--- src/hw/rtl/wst_ram.sv ---
// generic single write port, single registered read port ram
`default_nettype none

module wst_ram #(
  parameter int AW = 6,
  parameter int DW = 8
) (
  input  wire logic          clk_i,
  input  wire logic          we_i,
  input  wire logic [AW-1:0] waddr_i,
  input  wire logic [DW-1:0] wdata_i,
  input  wire logic          re_i,
  input  wire logic [AW-1:0] raddr_i,
  output logic      [DW-1:0] rdata_o
);

  logic [DW-1:0] mem [(1 << AW)];
  logic [DW-1:0] rdata_q;

  always_ff @(posedge clk_i) begin
    if (we_i) begin
      mem[waddr_i] <= wdata_i;
    end
  end

  always_ff @(posedge clk_i) begin
    if (re_i) begin
      rdata_q <= mem[raddr_i];
    end
  end

  assign rdata_o = rdata_q;

endmodule

`default_nettype wire

--- config.mk ---
export PLATFORM = sky130hd
export DESIGN_NAME = wst_ram
export DESIGN_NICKNAME = d
export VERILOG_FILES = /design/src/hw/rtl/wst_ram.sv
export SDC_FILE = /design/constraint.sdc
export NUM_CORES = 1
export LEC_CHECK = 0
export BUFFER_PORTS_ARGS = -buffer_cell sky130_fd_sc_hd__buf_2
export CAP_MARGIN = 5
export CORE_MARGIN = 4
export CORE_UTILIZATION = 45
export CTS_CLUSTER_SIZE = 30
export DETAILED_ROUTE_END_ITERATION = 10
export SETUP_SLACK_MARGIN = 0.15
export SYNTH_ARGS = -nofsm -noshare
export SYNTH_HDL_FRONTEND = slang
export SYNTH_SLANG_ARGS = --single-unit
export TNS_END_PERCENT = 30
--- constraint.sdc ---
create_clock -name clk_i -period 3.7 [get_ports clk_i]
set_clock_uncertainty 0.1 [all_clocks]
set_input_delay 0.185 -clock clk_i [delete_from_list [all_inputs] [get_ports clk_i]]
set_output_delay 0.185 -clock clk_i [all_outputs]
set_load 0.02 [all_outputs]
Yosys cells after proc, flatten, opt, wreduce, memory -nomap -nowiden:

Memory sizes are Yosys's and may differ from the RTL's. A register that Yosys moved wholly into a read port is not among the register bits.
Index checks and enable logic that the tools add are counted.

* multiplexer cells: 2

Operator list (number)
* $mux W1: 2

* bits in registers: 0
* bits in writable memories: 512
* bits of input ports: 23
* output and inout bits: 8
* logic and storage cells: 3
* memories: 1

Memories
* mem: depth 64, width 8, read ports 1, clocked after memory_dff 1, wr ports 1, RTL line 17 `logic [DW-1:0] mem [(1 << AW)];`

Depth between registers and ports, before layout:

* depth after elaboration: 2
* gate-level depth with buffers: 9
* gate-level depth less buffers: 5

Least setup slack after synthesis:

OpenSTA, ideal clock, no wires.

* kind: input -> register
* from: input port raddr_i[1]
* to: register rdata_q[3], in the netlist rdata_o[3], read port of mem, data pin
* library setup time: 0.266 ns
* data arrival time: 1.725 ns
* required time: 3.334 ns
* setup slack: 1.609 ns
* stages on the path: 7
* path buffers: 3
* cell sequence: buf_4 > buf_2 > buf_2 > mux4_2 > mux4_2 > o21ai_1 > o41ai_1

RTL lines
* start, declared: RTL line 13 `input wire logic [AW-1:0] raddr_i,`
* end, declared: RTL line 18 `logic [DW-1:0] rdata_q;`

Final worst setup path:

* from: input port waddr_i[1]
* to: memory mem[43][6] (enable)

RTL lines
* start, declared: RTL line 10 `input wire logic [AW-1:0] waddr_i,`
* end, declared: RTL line 17

Straight into the memory's write port.

==> flow_summary.toml <==
[grt]
grt_use_total = 0.189
grt-ovfl-total = 0
grt_pass1_wl_mm = 66.6
grt_max_degree = 66
grt_pass1_vias = 9796
antenna_found_initial = 2

[logic_synthesis]
yosysTopAreaCellShare = 0.771
synth_top_flop_cell = "edfxtp_1"
ys_seq_area_frac = 0.771
synth-seq-cells = 520
synth_top_area_cell = "edfxtp_1"
yosysUniqueCellTypes = 39
synth_edf_count = 520
synthCells = 940
netlist_area_um2 = 20200
syn_area_per_cell_um2 = 21.5
async_reset_ff_frac = 0
yosysWarnings = 0
ys_top_cells_by_area = "edfxtp_1, mux4_2, nor2_1"
syn_nets = 963

[place]
gp_congestion = 0.772
portBuffers = 30
hpwlAfterDp_mm = 27.3

[clock_network]
postCtsResizedCells = 0
clock_latency_ns = 0.59
cts_buffers = 53
cts_tree = "yes"
h-tree-depth = 2
clock-root-buffer = "clkbuf_16"
clockBufferDepth = 3
clk_pin_slew_ns = 0.06
cts_sinks = 520

[final_layout]
drive_above_1_share = 0.253
final_nets = 1026
syn_to_final_growth_pct = 12.4
final_util = 0.513
fill_cells = 3514

[routing]
first_pass_iters = 7
drc = 0
drt_wl_total_mm = 44.8
ant_nets = 0
wire_per_inst_um = 27.4
drt_iter0_drc = 861
vias = 9552
viasPerCell = 5.84

[timing]
max_slew_margin = 0.172
whs_ns = 0.0517
finalHoldViolations = 0
min_period_ns = 2.55
fmax_mhz = 392
slew_viol_final = 0
finalSetupTns_ns = 0
rsz0062_at_grt = "no"
setup_viol = 0
period_share = 0.690
worstMarginPinSlew_ns = 1.24

[run_status]
outcome = "completed"

[power]
vdd_drop_max_v = 0.000290
p_per_area_nw_per_um2 = 537
p_leak_nw = 7.05
totalPowerFinal_mw = 12.2

[die]
core-area_um2 = 44300
initial_core_util = 0.457
dieHeight_um = 220
design.die.area_um2 = 48500
rows = 77
pin_count = 31
die_x_um = 220

[setup_path]
worstPathCellList = "dlygate4sd3_1, buf_2, nor2b_1, nand3_1, nor2_1"
crit_path_max_fanout = 10
crit_buf_inv = 2
endpoint_kind = "flop"
start_kind = "primary input"
slowest_stage = "nor2_1"
critPathTopFamily = "simple AND/OR/NAND/NOR gates"
path_class = "primary input to flop"
critPathRequiredTime_ns = 3.80
cp.arrival_ns = 2.65
reg2regPathDepth = 5
critPathMaxStageDelay_ns = 0.97
crit_cells = 5

[worst_hold_path]
min_path_type = "primary input to flop"
hold_depth = 2

[flow_run]
drv_cap = 0
-- routing by layer --
metal / global-route usage / share of wire / wire length, µm / vias up
met5: 0 / 0.00029 / 13 / -
met4: 0.0571 / 0.024 / 1080 / 2
met3: 0.0335 / 0.055 / 2450 / 70
met2: 0.293 / 0.48 / 21300 / 290
met1: 0.280 / 0.44 / 19900 / 5121
li1: - / - / - / 4069
-- final cells by class --
type	count	area, µm²	share of cell area
diodes	1	2.50	0.000110
clock buffers	61	1380	0.0605
clock inverters	33	256	0.0113
multi-input cells	369	4320	0.190
flip-flops and latches	520	15600	0.686
well taps	592	741	0.0325
repair buffers	59	449	0.0197
-- metrics by stage --
step           std cells  instance area [µm²]  setup slack, ns
6_report            1635                22800             1.15
3_3_place_gp        1538                21100            0.752
2_1_floorplan        940                20200             1.61
3_5_place_dp        1538                21100            0.776
5_1_grt             1634                22800             1.05
4_1_cts             1634                22800             1.24
-- repair_timing --
action | 4_1_cts | 5_1_grt
hold buffers | 2 | 0
endpoints found under the setup margin | 0 | 0
buffers inserted | 0 | 0
endpoints found under the hold margin | 12 | 0
-- power breakdown --
part | internal (mW) | switching [mW] | total [mW] | leakage [nW]
Clock | 2.92 | 2.14 | 5.06 | 0.794
Combinational | 0.227 | 0.376 | 0.603 | 1.57
Sequential | 6.54 | 0.0167 | 6.55 | 4.69
-- flip-flops by register name (all words and copies together), names as in the netlist --
register,cells
mem,512
rdata_o,8
-- logic make-up (layout without fill, tap and decap cells) --
group / Yosys count / in the layout / synth area share
buf+inv: 51 / 153 / 0.0156
simple gates: 153 / 153 / 0.0337
flops: 520 / 520 / 0.771
compound gates: 54 / 54 / 0.0206
other cells: 0 / 1 / 0
mux: 162 / 162 / 0.159
-- Yosys cell counts (4+ instances only) --
cell and n:
o22ai_1 8, buf_6 4, nor2_1 83, mux2i_1 23, nor3_1 7, o221ai_1 8, buf_1 4, nand3_1 13
a221oi_1 6, mux2_2 13, buf_4 13, nand2b_1 7, clkbuf_1 17, nand2_1 19, nor2b_1 14, edfxtp_1 520
mux4_2 126, a211oi_1 4, buf_2 11
-- worst register-to-register path: cells and delay by family, from the launching register on --
kind / cells / cell delay [ns]
simple gates: 1 / 0.40
flops: 1 / 0.36
compound gates: 2 / 0.42
mux: 2 / 0.76
-- layout by cell type (no fill, tap or decap), types with 4 or more instances in the layout --
cell       synthesis  routed
clkbuf_16          0      54
a221oi_1           6       6
nor3_1             7       7
buf_12             2       5
bufinv_16          0       4
nand3_1           13      13
buf_4             13      24
a211oi_1           4       4
clkinv_2           0       5
buf_2             11      27
nand2b_1           7       7
mux2i_1           23      23
nand2_1           19      19
mux4_2           126     126
o22ai_1            8       8
o221ai_1           8       8
clkbuf_1          17       7
nor2b_1           14      14
mux2_2            13      13
nor2_1            83      83
edfxtp_1         520     520
clkinv_1           0      21
-- worst paths after layout --
check,slack (ns),from,endpoint
min reg2reg,0.83,mem[31][6],rdata_o[6]
min,0.05,waddr_i[2],mem[49][5]
max reg2reg,1.40,mem[21][4],rdata_o[4]
max,1.15,waddr_i[1],mem[43][6]
Power figures use the tool's default switching activity.
