--- src/hw/rtl/wst_pkg.sv ---
// shared types, sizes and codes for the weighted semaphore table
`default_nettype none

package wst_pkg;

  localparam int NUM_SEMS   = 64;
  localparam int WAIT_DEPTH = 8;

  localparam int SEM_IDX_W = 6;
  localparam int AMOUNT_W  = 16;
  localparam int WAITER_W  = 8;
  localparam int FREE_W    = 32;

  localparam int SEM_AW = (NUM_SEMS > 1) ? $clog2(NUM_SEMS) : 1;
  localparam int SLOT_W = (WAIT_DEPTH > 1) ? $clog2(WAIT_DEPTH) : 1;
  localparam int LEN_W  = $clog2(WAIT_DEPTH + 1);

  localparam logic [1:0] OP_INIT    = 2'd0;
  localparam logic [1:0] OP_DESTROY = 2'd1;
  localparam logic [1:0] OP_WAIT    = 2'd2;
  localparam logic [1:0] OP_SIGNAL  = 2'd3;

  localparam logic [1:0] ST_OK     = 2'd0;
  localparam logic [1:0] ST_REJECT = 2'd1;
  localparam logic [1:0] ST_FULL   = 2'd2;
  localparam logic [1:0] ST_NONE   = 2'd3;

  typedef struct packed {
    logic [1:0]           operation;
    logic [SEM_IDX_W-1:0] sem_index;
    logic [AMOUNT_W-1:0]  amount;
    logic [WAITER_W-1:0]  waiter_id;
  } req_t;

  typedef struct packed {
    logic [1:0]          status;
    logic                queued;
    logic                woke_valid;
    logic [WAITER_W-1:0] woke_id;
  } rsp_t;

  typedef struct packed {
    logic              active;
    logic [FREE_W-1:0] free;
    logic [LEN_W-1:0]  len;
  } sem_ent_t;

  typedef struct packed {
    logic [AMOUNT_W-1:0] amount;
    logic [WAITER_W-1:0] waiter;
  } q_ent_t;

endpackage

`default_nettype wire

--- src/hw/rtl/wst_alu.sv ---
// shared 32-bit add/subtract unit with carry or borrow flag
`default_nettype none

module wst_alu (
  input  wire logic [wst_pkg::FREE_W-1:0] a_i,
  input  wire logic [wst_pkg::FREE_W-1:0] b_i,
  input  wire logic                       sub_i,
  output logic      [wst_pkg::FREE_W-1:0] res_o,
  output logic                            flag_o
);
  import wst_pkg::*;

  logic [FREE_W:0] sum;
  logic [FREE_W-1:0] b_op;

  assign b_op  = sub_i ? ~b_i : b_i;
  assign sum   = {1'b0, a_i} + {1'b0, b_op} + {{FREE_W{1'b0}}, sub_i};
  assign res_o = sum[FREE_W-1:0];
  // add: carry out, sub: borrow
  assign flag_o = sub_i ? ~sum[FREE_W] : sum[FREE_W];

endmodule

`default_nettype wire

--- config.mk ---
export PLATFORM = sky130hd
export DESIGN_NAME = wst_alu
export DESIGN_NICKNAME = d
export VERILOG_FILES = /design/src/hw/rtl/wst_pkg.sv /design/src/hw/rtl/wst_alu.sv
export SDC_FILE = /design/constraint.sdc
export NUM_CORES = 1
export LEC_CHECK = 0
export BUFFER_PORTS_ARGS = -buffer_cell sky130_fd_sc_hd__buf_2
export CAP_MARGIN = 25
export CORE_UTILIZATION = 52
export DETAILED_ROUTE_END_ITERATION = 12
export GPL_TIMING_DRIVEN = 1
export PLACE_DENSITY = 0.84
export RECOVER_POWER = 100
export SKIP_LAST_GASP = 1
export SLEW_MARGIN = 20
export SYNTH_ARGS = -nofsm -noshare
export SYNTH_HDL_FRONTEND = slang
export SYNTH_SLANG_ARGS = --single-unit
--- constraint.sdc ---
create_clock -name vclk -period 8.8
set_clock_uncertainty 0.05 [all_clocks]
set_input_delay 0.44 -clock vclk [all_inputs]
set_output_delay 0.44 -clock vclk [all_outputs]
set_load 0.005 [all_outputs]
After elaboration in Yosys (flattened, before gate mapping)
Index checks and enable logic that the tools add are counted.
- add/sub/neg operators: 2
- bitwise gates (word level): 2
- multiplexer cells: 2
- operators with widths (kind ; number):
    adder 32 x 32 -> 33 bit ; 1
    adder 33 x 1 -> 33 bit ; 1
    2-to-1 mux 32 bit ; 1
    inverter 32 bit ; 1
    2-to-1 mux 1 bit ; 1
    inverter 1 bit ; 1
- logic and storage cells: 6
- output and inout bits: 33
- bits in registers: 0
- input port bits: 65

Longest topological paths before layout
- depth after elaboration: 6
- depth in mapped cells: 13
- depth with buffers taken out: 11

Worst setup path before layout
No wires, ideal clock.
- path kind: input-to-output
- start point: in sub_i
- end point: out res_o[27] (netlist name)
- stages: 12
- required time: 8.310 ns
- arrival: 3.109 ns
- buffers on the path: 2
- path slack: 5.201 ns
- path through: buf_6 clkbuf_1 xor2_1 ha_1 o21ai_0 or2b_4 a41o_2 a311oi_1 o31ai_2 a41oi_2 o21ai_0 xor2_1
- word-level cells in the longest chain between the ends: 3
- RTL lines (what ; line ; RTL):
    from (decl) ; wst_alu.sv:7 ; input wire logic sub_i,
    2-to-1 mux 32 bit ; wst_alu.sv:16 ; assign b_op = sub_i ? ~b_i : b_i;
    adder 32 x 32 -> 33 bit ; wst_alu.sv:17 ; assign sum = {1'b0, a_i} + {1'b0, b_op} + {{FREE_W{1'b0}}, sub_i};
    adder 33 x 1 -> 33 bit * ; wst_alu.sv:17 ;
    to (decl) ; wst_alu.sv:8 ; output logic [wst_pkg::FREE_W-1:0] res_o,
Mark *: on every way between the ends. The rest lies on a longest branch, timed or not.

Worst setup path in the final report
- start point: in sub_i
- end point: out flag_o
- word-level cells in the longest chain between the ends: 5
- RTL lines (what ; line ; RTL):
    2-to-1 mux 32 bit ; wst_alu.sv:16 ;
    adder 32 x 32 -> 33 bit ; wst_alu.sv:17 ;
    adder 33 x 1 -> 33 bit ; wst_alu.sv:17 ;
    inverter 1 bit ; wst_alu.sv:20 ; assign flag_o = sub_i ? ~sum[FREE_W] : sum[FREE_W];
    2-to-1 mux 1 bit * ; wst_alu.sv:20 ;
    to (decl) ; wst_alu.sv:9 ; output logic flag_o
Marked as above.

==> results.txt <==
Hold Buf Count CTS - 0
die height - 65.4 um
fillcell total - 372
initial antenna violation count - 0
die area - 4280 um2
Max transition margin - -45.6%
row count - 22
Critical Path RT - 8.31 ns
violated checks - capacitance limit, slew limit
crit path launch type - input pin
layout cells sized above 1 - 23.5%
synthesized area per cell - 7.56 um2
Leakage - 1.22 nW
final period utilization - 59.7%
total gr overflow - 0
Nets - 460
Starting Density - 55.5%
setup bufs post-CTS - 0
vias in the first global route - 1993
DRT Wirelength - 5080 um
mux cell area share after synthesis - 0.658%
Vias - 2313
Ys Warns - 0
fin. max-slew vios - 38
Distinct cells, synth - 59
Syn Std Cell Area - 2090 um2
area grow syn2layout - 18.4%
Mapped Nets - 374
critical path peak fanout - 37
status - finished with violations
minimum clock period - 5.26 ns
sequential cell area fraction in the yosys report - 0%
Synth Area in Compound Gates - 29.6%
first-pass GRT wire length - 8220 um
Die Wd - 65.4 um
Post-Synth Simple-Gate Area - 17.4%
pwr/cell area - 112 nW/um2
Post-DRT Antenna Nets - 0
Fin Setup TNS - 0 ns
FF+latch area - 0 um2
DRC - 0
via-per-instance ratio - 5.66
pre-CTS setup slack - 4.64 ns
VDD IR max - 0.0522 mV
seq_cells - 0
Ports - 98
Finished Core Util - 65.7%
gr usage total - 22.7%
MaxCap Viol Count - 1
Post-Synth XOR/XNOR Area - 25.9%
IO Port Bufs - 98
clock buf count - 0
Fmax - 0.190 GHz
DRT iter0 DRCs - 170
crit path DAT - 4.77 ns
Post-Syn Instances - 277
Worst-Margin Slew - 2.18 ns
n_diodes - 0
Finish-stage setup viols - 0
Fin. Hold Viols - 0
kind of end point of the critical path - output pin
Gates resized, CTS repair - 0
largest family of logic cells by synthesized area - compound AO/OA/AOI/OAI gates
Synth Area in Adders - 19.5%
RD Place Congestion - 0.940
detail-routed net length per standard cell - 12.4 um
post-DP HPWL - 4260 um
DRT Pass-1 Iters - 4
worst hold path class - in -> out
Core ar. - 3770 um2
Worst Path Class, Setup - in -> out
largest net degree at the start of global routing - 38
final worst slack - 3.54 ns
RSZ-0062 raised after global routing - false
-- per-layer routing --
layer  vias to the layer above  GRT usage [%]  share of wire (%)
met2                        89           39.2                 46
met1                      1030           33.0                 48
met5                         -              0                  0
li1                       1192              -                  -
met4                         0          0.543               0.24
met3                         2          0.174                5.6
-- cells in the mapped netlist (all sizes together), types with 2 or more instances --
| cell type | instances | area share, % |
|---|---|---|
| nand4 | 11 | 3.3 |
| a211o | 2 | 0.90 |
| o21ai | 17 | 4.1 |
| nand2b | 4 | 1.2 |
| and3 | 2 | 0.66 |
| a21o | 15 | 5.6 |
| nor2b | 5 | 1.5 |
| and2 | 3 | 0.96 |
| o31ai | 3 | 1.3 |
| a41o | 2 | 1.0 |
| o211ai | 3 | 1.3 |
| a21oi | 26 | 6.2 |
| nor2 | 11 | 2.0 |
| xnor2 | 19 | 7.9 |
| clkbuf | 9 | 3.1 |
| buf | 4 | 2.0 |
| a31oi | 3 | 0.90 |
| nand3 | 5 | 1.2 |
| nor3 | 6 | 1.4 |
| a211oi | 2 | 0.72 |
| o21a | 4 | 1.4 |
| ha | 31 | 19 |
| a41oi | 2 | 1.2 |
| nand2 | 17 | 3.0 |
| inv | 7 | 1.3 |
| xor2 | 43 | 18 |
-- cells in the final DEF, fill, tap and decap left out, types with 2 or more instances in the layout --
| master | count |
|---|---|
| clkbuf_1 | 23 |
| nand2_1 | 17 |
| a21o_2 | 3 |
| inv_1 | 7 |
| o21ai_0 | 16 |
| nand3_1 | 5 |
| nand4_1 | 11 |
| nand2b_1 | 4 |
| clkbuf_2 | 3 |
| o211ai_1 | 2 |
| o21a_1 | 4 |
| o31ai_1 | 3 |
| nor2_1 | 11 |
| buf_2 | 71 |
| nor2b_1 | 5 |
| a21o_1 | 12 |
| xnor2_1 | 19 |
| a31oi_1 | 3 |
| xor2_1 | 43 |
| a211oi_1 | 2 |
| nor3_1 | 6 |
| a21oi_1 | 26 |
| a41oi_1 | 2 |
| ha_1 | 31 |
-- path summary, 6_finish.rpt --
kind	from	to	cells after the start
max	sub_i	flag_o	11
min	a_i[0]	res_o[0]	3
-- critical path, stage by stage --
cell and delay, ns:
clkbuf_1 1.53, mux2i_1 0.44, fa_1 0.56, nor2b_1 0.17
o2111a_1 0.23, o31ai_1 0.16, nor4_1 0.29, o21ai_0 0.18
a22o_1 0.26, o311ai_0 0.35, clkbuf_1 0.16
-- through the flow --
stage / hold slack, ns / total power, W / instance area, um2 / cells
after floorplan: 0.881 / 0.000201 / 2090 / 277
after global placement: 1.11 / 0.000281 / 2530 / 409
after detailed placement: 1.12 / 0.000284 / 2530 / 409
after CTS: 1.12 / 0.000285 / 2530 / 409
after global routing: 1.11 / 0.000308 / 2480 / 409
final: 1.09 / 0.000277 / 2480 / 409
-- report_power, final --
part           total, W  internal [W]  switching [W]
clock network         0             0              0
registers             0             0              0
logic          0.000277      0.000126       0.000150
-- logic make-up (layout without fill, tap and decap cells) --
group | Yosys count | in the layout
compound gates | 91 | 91
fa+ha+maj | 32 | 32
mux | 1 | 1
xor+xnor | 62 | 62
simple gates | 70 | 70
buf+inv | 21 | 105
-- layout make-up --
type	count	area, um2	share of cell area (%)
multi-input combinational	256	1930	77.9
inverter	7	26.3	1.06
timing repair buffer	98	460	18.6
tap	48	60.1	2.42
Power figures use the tool's default switching activity.
